[src/design/pbam_pkg.sv]
package pbam_pkg;

    localparam int ENTRIES = 64;
    localparam int IDX_W   = (ENTRIES > 1) ? $clog2(ENTRIES) : 1;
    localparam int CNT_W   = $clog2(ENTRIES + 1);
    localparam int PORT_W  = 16;
    localparam int MAC_W   = 48;
    localparam int CMD_W   = 2;
    localparam int RIDX_W  = 2;

    typedef enum logic [CMD_W-1:0] {
        CMD_ALLOC   = 2'd0,
        CMD_QUERY   = 2'd1,
        CMD_RELEASE = 2'd2
    } cmd_t;

    typedef enum logic [RIDX_W-1:0] {
        REG_START_PORT = 2'd0,
        REG_END_PORT   = 2'd1,
        REG_BLOCK_SIZE = 2'd2
    } reg_idx_t;

    typedef enum logic {
        ST_IDLE = 1'b0,
        ST_SCAN = 1'b1
    } state_t;

    typedef struct packed {
        logic [PORT_W-1:0] start_port;
        logic [PORT_W-1:0] end_port;
        logic [PORT_W-1:0] block_size;
    } cfg_t;

    typedef struct packed {
        logic             rd_en;
        logic [IDX_W-1:0] rd_addr;
        logic             wr_en;
        logic [IDX_W-1:0] wr_addr;
        logic [MAC_W-1:0] wr_data;
    } ram_req_t;

endpackage

[src/design/pbam_owner_ram.sv]
module pbam_owner_ram #(
    parameter int DEPTH  = 64,
    parameter int WIDTH  = 48,
    parameter int ADDR_W = (DEPTH > 1) ? $clog2(DEPTH) : 1
) (
    input  logic              clk,
    input  logic              rd_en,
    input  logic [ADDR_W-1:0] rd_addr,
    output logic [WIDTH-1:0]  rd_data,
    input  logic              wr_en,
    input  logic [ADDR_W-1:0] wr_addr,
    input  logic [WIDTH-1:0]  wr_data
);

    logic [WIDTH-1:0] mem [DEPTH];

    always_ff @(posedge clk)
    begin
        if (wr_en)
        begin
            mem[wr_addr] <= wr_data;
        end
    end

    always_ff @(posedge clk)
    begin
        if (rd_en)
        begin
            rd_data <= mem[rd_addr];
        end
    end

endmodule

[src/design/pbam_scan.sv]
module pbam_scan (
    input  logic                           clk,
    input  logic                           rst_n,
    input  pbam_pkg::cfg_t                 cfg,
    input  logic                           cfg_clear,
    input  logic                           start,
    input  logic [pbam_pkg::CMD_W-1:0]     command,
    input  logic [pbam_pkg::MAC_W-1:0]     mac_address,
    output logic                           busy,
    output pbam_pkg::ram_req_t             ram_req,
    input  logic [pbam_pkg::MAC_W-1:0]     ram_rd_data,
    output logic                           done,
    output logic                           ok,
    output logic [pbam_pkg::PORT_W-1:0]    low_port,
    output logic [pbam_pkg::PORT_W-1:0]    high_port
);
    import pbam_pkg::*;

    state_t              state_reg;
    state_t              state_next;
    logic [CMD_W-1:0]    cmd_reg;
    logic [MAC_W-1:0]    mac_reg;
    logic [CNT_W-1:0]    k_reg;
    logic [PORT_W:0]     acc_reg;
    logic                p_vld_reg;
    logic [IDX_W-1:0]    p_k_reg;
    logic [PORT_W:0]     p_acc_reg;
    logic [ENTRIES-1:0]  in_use_reg;
    logic                done_reg;
    logic                ok_reg;
    logic [PORT_W-1:0]   low_reg;
    logic [PORT_W-1:0]   high_reg;

    logic                cmd_known;
    logic                issue;
    logic                hit_raw;
    logic                hit;
    logic                finish;
    logic                give_ports;
    logic [PORT_W:0]     high_sum;
    logic [PORT_W-1:0]   high_sat;

    // Walk control: issue one owner read per cycle while the block exists.
    always_comb
    begin
        cmd_known = (cmd_reg == CMD_ALLOC) || (cmd_reg == CMD_QUERY)
                 || (cmd_reg == CMD_RELEASE);
        issue = (state_reg == ST_SCAN) && cmd_known
             && (cfg.block_size != '0)
             && (k_reg < CNT_W'(ENTRIES))
             && (acc_reg < {1'b0, cfg.end_port});
        case (cmd_reg)
            CMD_ALLOC:   hit_raw = !in_use_reg[p_k_reg];
            CMD_QUERY,
            CMD_RELEASE: hit_raw = in_use_reg[p_k_reg] && (ram_rd_data == mac_reg);
            default:     hit_raw = 1'b0;
        endcase
        hit        = p_vld_reg && hit_raw;
        finish     = (state_reg == ST_SCAN) && (hit || !issue);
        give_ports = hit && ((cmd_reg == CMD_ALLOC) || (cmd_reg == CMD_QUERY));
        high_sum   = p_acc_reg + {1'b0, cfg.block_size} - (PORT_W+1)'(1);
        high_sat   = high_sum[PORT_W] ? '1 : high_sum[PORT_W-1:0];
    end

    // Next state.
    always_comb
    begin
        state_next = state_reg;
        case (state_reg)
            ST_IDLE:
            begin
                if (start)
                begin
                    state_next = ST_SCAN;
                end
            end
            ST_SCAN:
            begin
                if (finish)
                begin
                    state_next = ST_IDLE;
                end
            end
            default: state_next = ST_IDLE;
        endcase
    end

    // Outputs.
    always_comb
    begin
        busy            = (state_reg != ST_IDLE);
        ram_req.rd_en   = issue;
        ram_req.rd_addr = k_reg[IDX_W-1:0];
        ram_req.wr_en   = finish && hit && (cmd_reg == CMD_ALLOC);
        ram_req.wr_addr = p_k_reg;
        ram_req.wr_data = mac_reg;
        done            = done_reg;
        ok              = ok_reg;
        low_port        = low_reg;
        high_port       = high_reg;
    end

    always_ff @(posedge clk or negedge rst_n)
    begin
        if (!rst_n)
        begin
            state_reg  <= ST_IDLE;
            p_vld_reg  <= 1'b0;
            in_use_reg <= '0;
            done_reg   <= 1'b0;
        end
        else
        begin
            state_reg <= state_next;
            done_reg  <= finish;
            if (state_reg == ST_IDLE)
            begin
                p_vld_reg <= 1'b0;
            end
            else
            begin
                p_vld_reg <= issue;
            end
            // Clear all marks on a write to a known register, else update the chosen block.
            if (cfg_clear)
            begin
                in_use_reg <= '0;
            end
            else if (finish && hit)
            begin
                if (cmd_reg == CMD_ALLOC)
                begin
                    in_use_reg[p_k_reg] <= 1'b1;
                end
                else if (cmd_reg == CMD_RELEASE)
                begin
                    in_use_reg[p_k_reg] <= 1'b0;
                end
            end
        end
    end

    always_ff @(posedge clk)
    begin
        if ((state_reg == ST_IDLE) && start)
        begin
            cmd_reg <= command;
            mac_reg <= mac_address;
            k_reg   <= '0;
            acc_reg <= {1'b0, cfg.start_port};
        end
        else if (issue)
        begin
            k_reg   <= k_reg + CNT_W'(1);
            acc_reg <= acc_reg + {1'b0, cfg.block_size};
        end
        if (issue)
        begin
            p_k_reg   <= k_reg[IDX_W-1:0];
            p_acc_reg <= acc_reg;
        end
        if (finish)
        begin
            ok_reg   <= hit;
            low_reg  <= give_ports ? p_acc_reg[PORT_W-1:0] : '0;
            high_reg <= give_ports ? high_sat : '0;
        end
    end

endmodule

[src/design/port_block_allocator_by_mac_unit.sv]
// An accepted item walks the blocks in order, one owner read per block; the
// walk ends on a hit or after the last of at most ENTRIES blocks.
// Throughput: one item at a time, set by the one-entry-per-cycle walk through
// the owner RAM read port; busy drops in the cycle the result strobe shows.
// Reset clears the in-use marks, the walk state and the config registers to
// their defaults at once; results cannot be stalled, done lasts one cycle.
module port_block_allocator_by_mac_unit (
    input  logic                          clk,
    input  logic                          rst_n,
    // item channel
    input  logic                          start,
    output logic                          busy,
    input  logic [pbam_pkg::CMD_W-1:0]    command,
    input  logic [pbam_pkg::MAC_W-1:0]    mac_address,
    // result strobe
    output logic                          done,
    output logic                          ok,
    output logic [pbam_pkg::PORT_W-1:0]   low_port,
    output logic [pbam_pkg::PORT_W-1:0]   high_port,
    // register write channel
    input  logic                          cfg_valid,
    output logic                          cfg_ready,
    input  logic [pbam_pkg::RIDX_W-1:0]   cfg_index,
    input  logic [pbam_pkg::PORT_W-1:0]   cfg_data
);
    import pbam_pkg::*;

    cfg_t             cfg_reg;
    logic             cfg_we;
    logic             cfg_clear;
    ram_req_t         ram_req;
    logic [MAC_W-1:0] ram_rd_data;

    // Take register writes only between items.
    assign cfg_ready = !busy;
    assign cfg_we    = cfg_valid && cfg_ready;

    // Any write to a known register drops every in-use mark; an unknown index
    // is ignored entirely.
    always_comb
    begin
        case (cfg_index)
            REG_START_PORT,
            REG_END_PORT,
            REG_BLOCK_SIZE: cfg_clear = cfg_we;
            default:        cfg_clear = 1'b0;
        endcase
    end

    always_ff @(posedge clk or negedge rst_n)
    begin
        if (!rst_n)
        begin
            cfg_reg.start_port <= '0;
            cfg_reg.end_port   <= '0;
            cfg_reg.block_size <= PORT_W'(1);
        end
        else if (cfg_we)
        begin
            case (cfg_index)
                REG_START_PORT: cfg_reg.start_port <= cfg_data;
                REG_END_PORT:   cfg_reg.end_port   <= cfg_data;
                REG_BLOCK_SIZE: cfg_reg.block_size <= cfg_data;
                default:        cfg_reg <= cfg_reg;
            endcase
        end
    end

    // Walker: holds the in-use marks and steps block by block, comparing the
    // owner read back in the cycle after its address went out. The only write
    // to the owner RAM lands on the finishing edge, so no read of the same
    // item can see a stale entry and no forwarding is needed.
    pbam_scan u_scan (
        .clk         (clk),
        .rst_n       (rst_n),
        .cfg         (cfg_reg),
        .cfg_clear   (cfg_clear),
        .start       (start),
        .command     (command),
        .mac_address (mac_address),
        .busy        (busy),
        .ram_req     (ram_req),
        .ram_rd_data (ram_rd_data),
        .done        (done),
        .ok          (ok),
        .low_port    (low_port),
        .high_port   (high_port)
    );

    // Owner MAC store; every walked entry is read, but compared only if its mark says written.
    pbam_owner_ram #(
        .DEPTH (ENTRIES),
        .WIDTH (MAC_W)
    ) u_owner_ram (
        .clk     (clk),
        .rd_en   (ram_req.rd_en),
        .rd_addr (ram_req.rd_addr),
        .rd_data (ram_rd_data),
        .wr_en   (ram_req.wr_en),
        .wr_addr (ram_req.wr_addr),
        .wr_data (ram_req.wr_data)
    );

endmodule

[config.mk]
export PLATFORM = sky130hd
export DESIGN_NAME = port_block_allocator_by_mac_unit
export DESIGN_NICKNAME = d
export VERILOG_FILES = /design/src/design/pbam_pkg.sv /design/src/design/pbam_owner_ram.sv /design/src/design/pbam_scan.sv /design/src/design/port_block_allocator_by_mac_unit.sv
export SDC_FILE = /design/constraint.sdc
export NUM_CORES = 2
export LEC_CHECK = 0
export ABC_CLOCK_PERIOD_IN_PS = 12370
export BUFFER_PORTS_ARGS = -buffer_cell sky130_fd_sc_hd__buf_2
export CORE_ASPECT_RATIO = 1.1
export CORE_UTILIZATION = 52
export DETAILED_ROUTE_END_ITERATION = 10
export PLACE_DENSITY_LB_ADDON = 0.2
export SLEW_MARGIN = 20
export SYNTH_ARGS = -nofsm -noshare
export SYNTH_HDL_FRONTEND = slang
export SYNTH_SLANG_ARGS = --single-unit
[constraint.sdc]
create_clock -name clk -period 12.37 [get_ports clk]
set_clock_uncertainty 0.2 [all_clocks]
set_input_delay 2.474 -clock clk [delete_from_list [all_inputs] [get_ports clk]]
set_output_delay 2.474 -clock clk [all_outputs]
set_load 0.02 [all_outputs]
==> qor_table.md <==
| Parameter | Reported |
| --- | --- |
| Run status | completed |
| Worst-Skew Late Latency | 0.89 ns |
| Largest delay share family, worst path | simple AND/OR/NAND/NOR gates |
| Area of the die | 253,000 um^2 |
| Post-detailed-route via-to-cell ratio | 6.60 |
| Largest net degree at the start of global routing | 141 |
| Area fraction of the dominant cell type after synthesis | 0.747 |
| Die boundary height | 527 um |
| Post-route cell area | 146,000 um^2 |
| Crit Path Class | reg -> reg |
| CP Launch Type | flop |
| Fillers | 17,500 |
| DR WL/cell | 35.7 um |
| Post-synth design cell area | 130,000 um^2 |
| Pwr dens | 204 nW/um^2 |
| Cell leakage power | 45.1 nW |
| Number of iterations in the first detailed-routing pass | 6 |
| Post-route fraction of the period consumed by the critical path | 0.481 |
| Unique cell type count in the Yosys netlist | 73 |
| Sequential share of power | 0.455 |
| Grt ovf | 0 |
| Final Max Slew Viols | 0 |
| Category of the worst setup path capture point | flop |
| Worst hold path class | reg -> reg |
| Switching share of power | 0.276 |
| Resized cells post-CTS | 0 |
| Count of flip-flops with a built-in enable after synthesis | 3,242 |
| Clock edge transition at the registers on the reported setup and hold paths | 0.06 ns |
| Mean post-synth cell area | 23.3 um^2 |
| Io pins | 108 |
| RSZ-0062 raised after global routing | no |
| Port Buffers | 107 |
| DRC marker count from the first detailed-route iteration | 8,459 |
| Antenna-violating nets left | 0 |
| Pin slew with the least headroom to its limit | 1.19 ns |
| Final Hold Fails | 0 |
| TritonCTS clock tree | built |
| Relative slew slack | 0.209 |
| Overall global routing resource usage | 0.271 |
| First-pass GRT wire length | 479 mm |
| Floorplan die width | 479 um |
| Share of final-layout standard cells stronger than drive strength 1 | 0.305 |
| Core Footprint | 249,000 um^2 |
| Number of instances in the synthesized netlist | 5,604 |
| Share of total power in the clock network | 0.330 |
| Post-DP HPWL | 187 mm |
| Final setup violation count | 0 |
| Crit-path most repeated cell | sky130_fd_sc_hd__buf_4 |
| Critical path required time | 12.66 ns |
| Cell-by-cell listing of the critical path | buf_4, xnor2_1, nand4_1, or4_1, nor4_1, and4_1, o211ai_1, buf_4, nor2_4, buf_4 |
| Total vias in the final route | 62,700 |
| Effective utilization at floorplan | 0.524 |
| Internal cell power | 0.0216 W |
| Clock tree sinks | 3,365 |
| Number of buffers inserted during clock tree synthesis | 337 |
| Share of synthesized registers carrying an async set or reset | 0.0342 |
| Slowest library cell on the worst path | sky130_fd_sc_hd__nor2_4 |
| Post-CTS repair timing setup buffer count | 0 |
| Number of nets produced by synthesis | 5,745 |
| Top cells by area, synth | sky130_fd_sc_hd__edfxtp_1 (75%), sky130_fd_sc_hd__mux4_2 (18%), sky130_fd_sc_hd__dfrtp_1 (2.2%) |
| Dpl cell area | 136,000 um^2 |
| Count of state elements after synthesis | 3,365 |
| Combinational group share of total power | 0.215 |
| Largest voltage drop on the vdd net | 0.155 mV |
| Net switching component of the power | 0.00822 W |
| Sequential fraction of the synthesis area | 0.770 |
| Ys Warns | 0 |
| Post-layout min period | 5.96 ns |
| Max reg flops | 3,072 |
| Final net count | 6,074 |
| Number of buffers on the longest clock path | 4 |
| Data arrival at the endpoint of the critical path | 6.25 ns |
| Register Area | 100,000 um^2 |
| Library cell occupying the most area in the post-synthesis netlist | sky130_fd_sc_hd__edfxtp_1 |
| Number of global-route vias before repair | 62,400 |
| Max-cap check violation count | 0 |
| Clock root buffer | sky130_fd_sc_hd__clkbuf_16 |
| Overall power after layout | 0.0298 W |
| Main flop type after synthesis | sky130_fd_sc_hd__edfxtp_1 |
| Initial antenna violation count | 30 |
| Total negative slack | 0 ns |
| DRC violation count after routing | 0 |
| Peak Freq | 0.168 GHz |
| Area used by multi-input combinational logic | 29,000 um^2 |
| Aggregate routed wire length | 339 mm |
| Worst Path Buf+Inv | 3 |
| Synth-to-Final Area Change | 12.3% |
| CTS HTree Levels | 5 |
| Quantity of hold-fixing buffers added after cts | 0 |
| Global placement routability congestion | 0.868 |
| Peak per-stage delay on the critical path | 0.78 ns |
| Row count | 192 |
| Highest fanout seen on the critical path | 65 |
power by group through the flow:
stage          Combinational [W]  Clock (W)  Sequential, W
6_report                 0.00640    0.00985         0.0136
4_1_cts                  0.00645    0.00998         0.0136
2_1_floorplan            0.00409          0         0.0140
3_3_place_gp             0.00636          0         0.0138
3_5_place_dp             0.00642          0         0.0138
5_1_grt                  0.00681     0.0104         0.0136
synthesized netlist by cell type (29+ instances only):
cell type,instances
sky130_fd_sc_hd__edfxtp_1,3242
sky130_fd_sc_hd__mux4_2,1015
sky130_fd_sc_hd__clkbuf_1,225
sky130_fd_sc_hd__dfrtp_1,114
sky130_fd_sc_hd__nor2_1,112
sky130_fd_sc_hd__inv_1,105
sky130_fd_sc_hd__nand2_1,93
sky130_fd_sc_hd__ha_1,67
sky130_fd_sc_hd__buf_1,54
sky130_fd_sc_hd__o21ai_0,54
sky130_fd_sc_hd__xnor2_1,51
sky130_fd_sc_hd__nand3_1,43
sky130_fd_sc_hd__nor3_1,31
sky130_fd_sc_hd__a31o_2,29
worst reg2reg max path: cells and delay by family, from the launching register on:
| family | cells | cell delay, ns |
|---|---|---|
| DFF | 1 | 0.36 |
| AOI/OAI and AO/OA | 1 | 0.45 |
| and+or+nand+nor | 5 | 2.37 |
| xor gates and xnor gates | 1 | 0.70 |
| buffers and inverters | 3 | 1.38 |
metrics by stage:
stage,cells,hold slack (ns),utilization,setup WS [ns]
5_1_grt,9489,0.318,0.588,6.25
6_report,9492,0.294,0.588,6.41
3_3_place_gp,8890,0.276,0.546,6.52
2_1_floorplan,5604,0.206,-,6.54
4_1_cts,9487,0.297,0.588,6.45
3_5_place_dp,8891,0.276,0.546,6.50
layer usage:
layer  wire length (um)  vias to the layer above  GRT usage
met3              31000                      470     0.0483
met5                 94                        -          0
met1             135000                    34400      0.393
met4               9640                       16     0.0782
li1                   -                    24500          -
met2             164000                     3320      0.426
cell type report:
class,instances,area share
Antenna cell,4,0.0000684
Clock inverter,183,0.0115
Clock buffer,413,0.0598
Tap cell,3298,0.0282
Sequential cell,3365,0.686
Timing Repair Buffer,286,0.0137
Multi-Input combinational cell,1838,0.198
Inverter,105,0.00273
logic make-up (layout without fill, tap and decap cells):
family | Yosys count | count (layout) | synth area share
AOI/OAI and AO/OA | 236 | 236 | 0.0123
xor gates and xnor gates | 71 | 71 | 0.00477
adders and majority gates | 69 | 69 | 0.00674
buffers and inverters | 401 | 987 | 0.0119
DFF | 3365 | 3365 | 0.770
muxes | 1055 | 1055 | 0.179
other | 0 | 4 | 0
and+or+nand+nor | 407 | 407 | 0.0156
cells in the final DEF, fill, tap and decap left out, types with 25 or more instances in the layout:
| master | instances |
|---|---|
| sky130_fd_sc_hd__dfrtp_1 | 114 |
| sky130_fd_sc_hd__mux4_2 | 1015 |
| sky130_fd_sc_hd__o21ai_0 | 54 |
| sky130_fd_sc_hd__clkbuf_1 | 74 |
| sky130_fd_sc_hd__clkinv_2 | 50 |
| sky130_fd_sc_hd__inv_1 | 104 |
| sky130_fd_sc_hd__a21oi_1 | 27 |
| sky130_fd_sc_hd__buf_4 | 169 |
| sky130_fd_sc_hd__ha_1 | 67 |
| sky130_fd_sc_hd__a31o_2 | 29 |
| sky130_fd_sc_hd__nor4_1 | 26 |
| sky130_fd_sc_hd__clkbuf_16 | 338 |
| sky130_fd_sc_hd__nand2_1 | 93 |
| sky130_fd_sc_hd__xnor2_1 | 51 |
| sky130_fd_sc_hd__buf_2 | 106 |
| sky130_fd_sc_hd__nor2_4 | 64 |
| sky130_fd_sc_hd__nor3_1 | 30 |
| sky130_fd_sc_hd__nand3_1 | 42 |
| sky130_fd_sc_hd__bufinv_16 | 29 |
| sky130_fd_sc_hd__nor2_1 | 48 |
| sky130_fd_sc_hd__edfxtp_1 | 3242 |
| sky130_fd_sc_hd__o22ai_1 | 25 |
| sky130_fd_sc_hd__clkinv_1 | 78 |
path summary, 6_finish.rpt:
path | startpoint | endpoint | slack, ns | cells after the start
setup reg to reg | u_scan.mac_reg[21] | u_owner_ram.mem[18][29] | 6.41 | 10
setup / recovery | u_scan.mac_reg[21] | u_owner_ram.mem[18][29] | 6.41 | 10
hold / removal | u_scan.k_reg[6] | u_scan.k_reg[6] | 0.29 | 2
max in group asynchronous | rst_n | u_scan.in_use_reg[10] | 9.39 | 2
min in group asynchronous | rst_n | cfg_reg[36] | 1.37 | 1
hold reg to reg | u_scan.k_reg[6] | u_scan.k_reg[6] | 0.29 | 2
(Power assumes the default switching activity.)
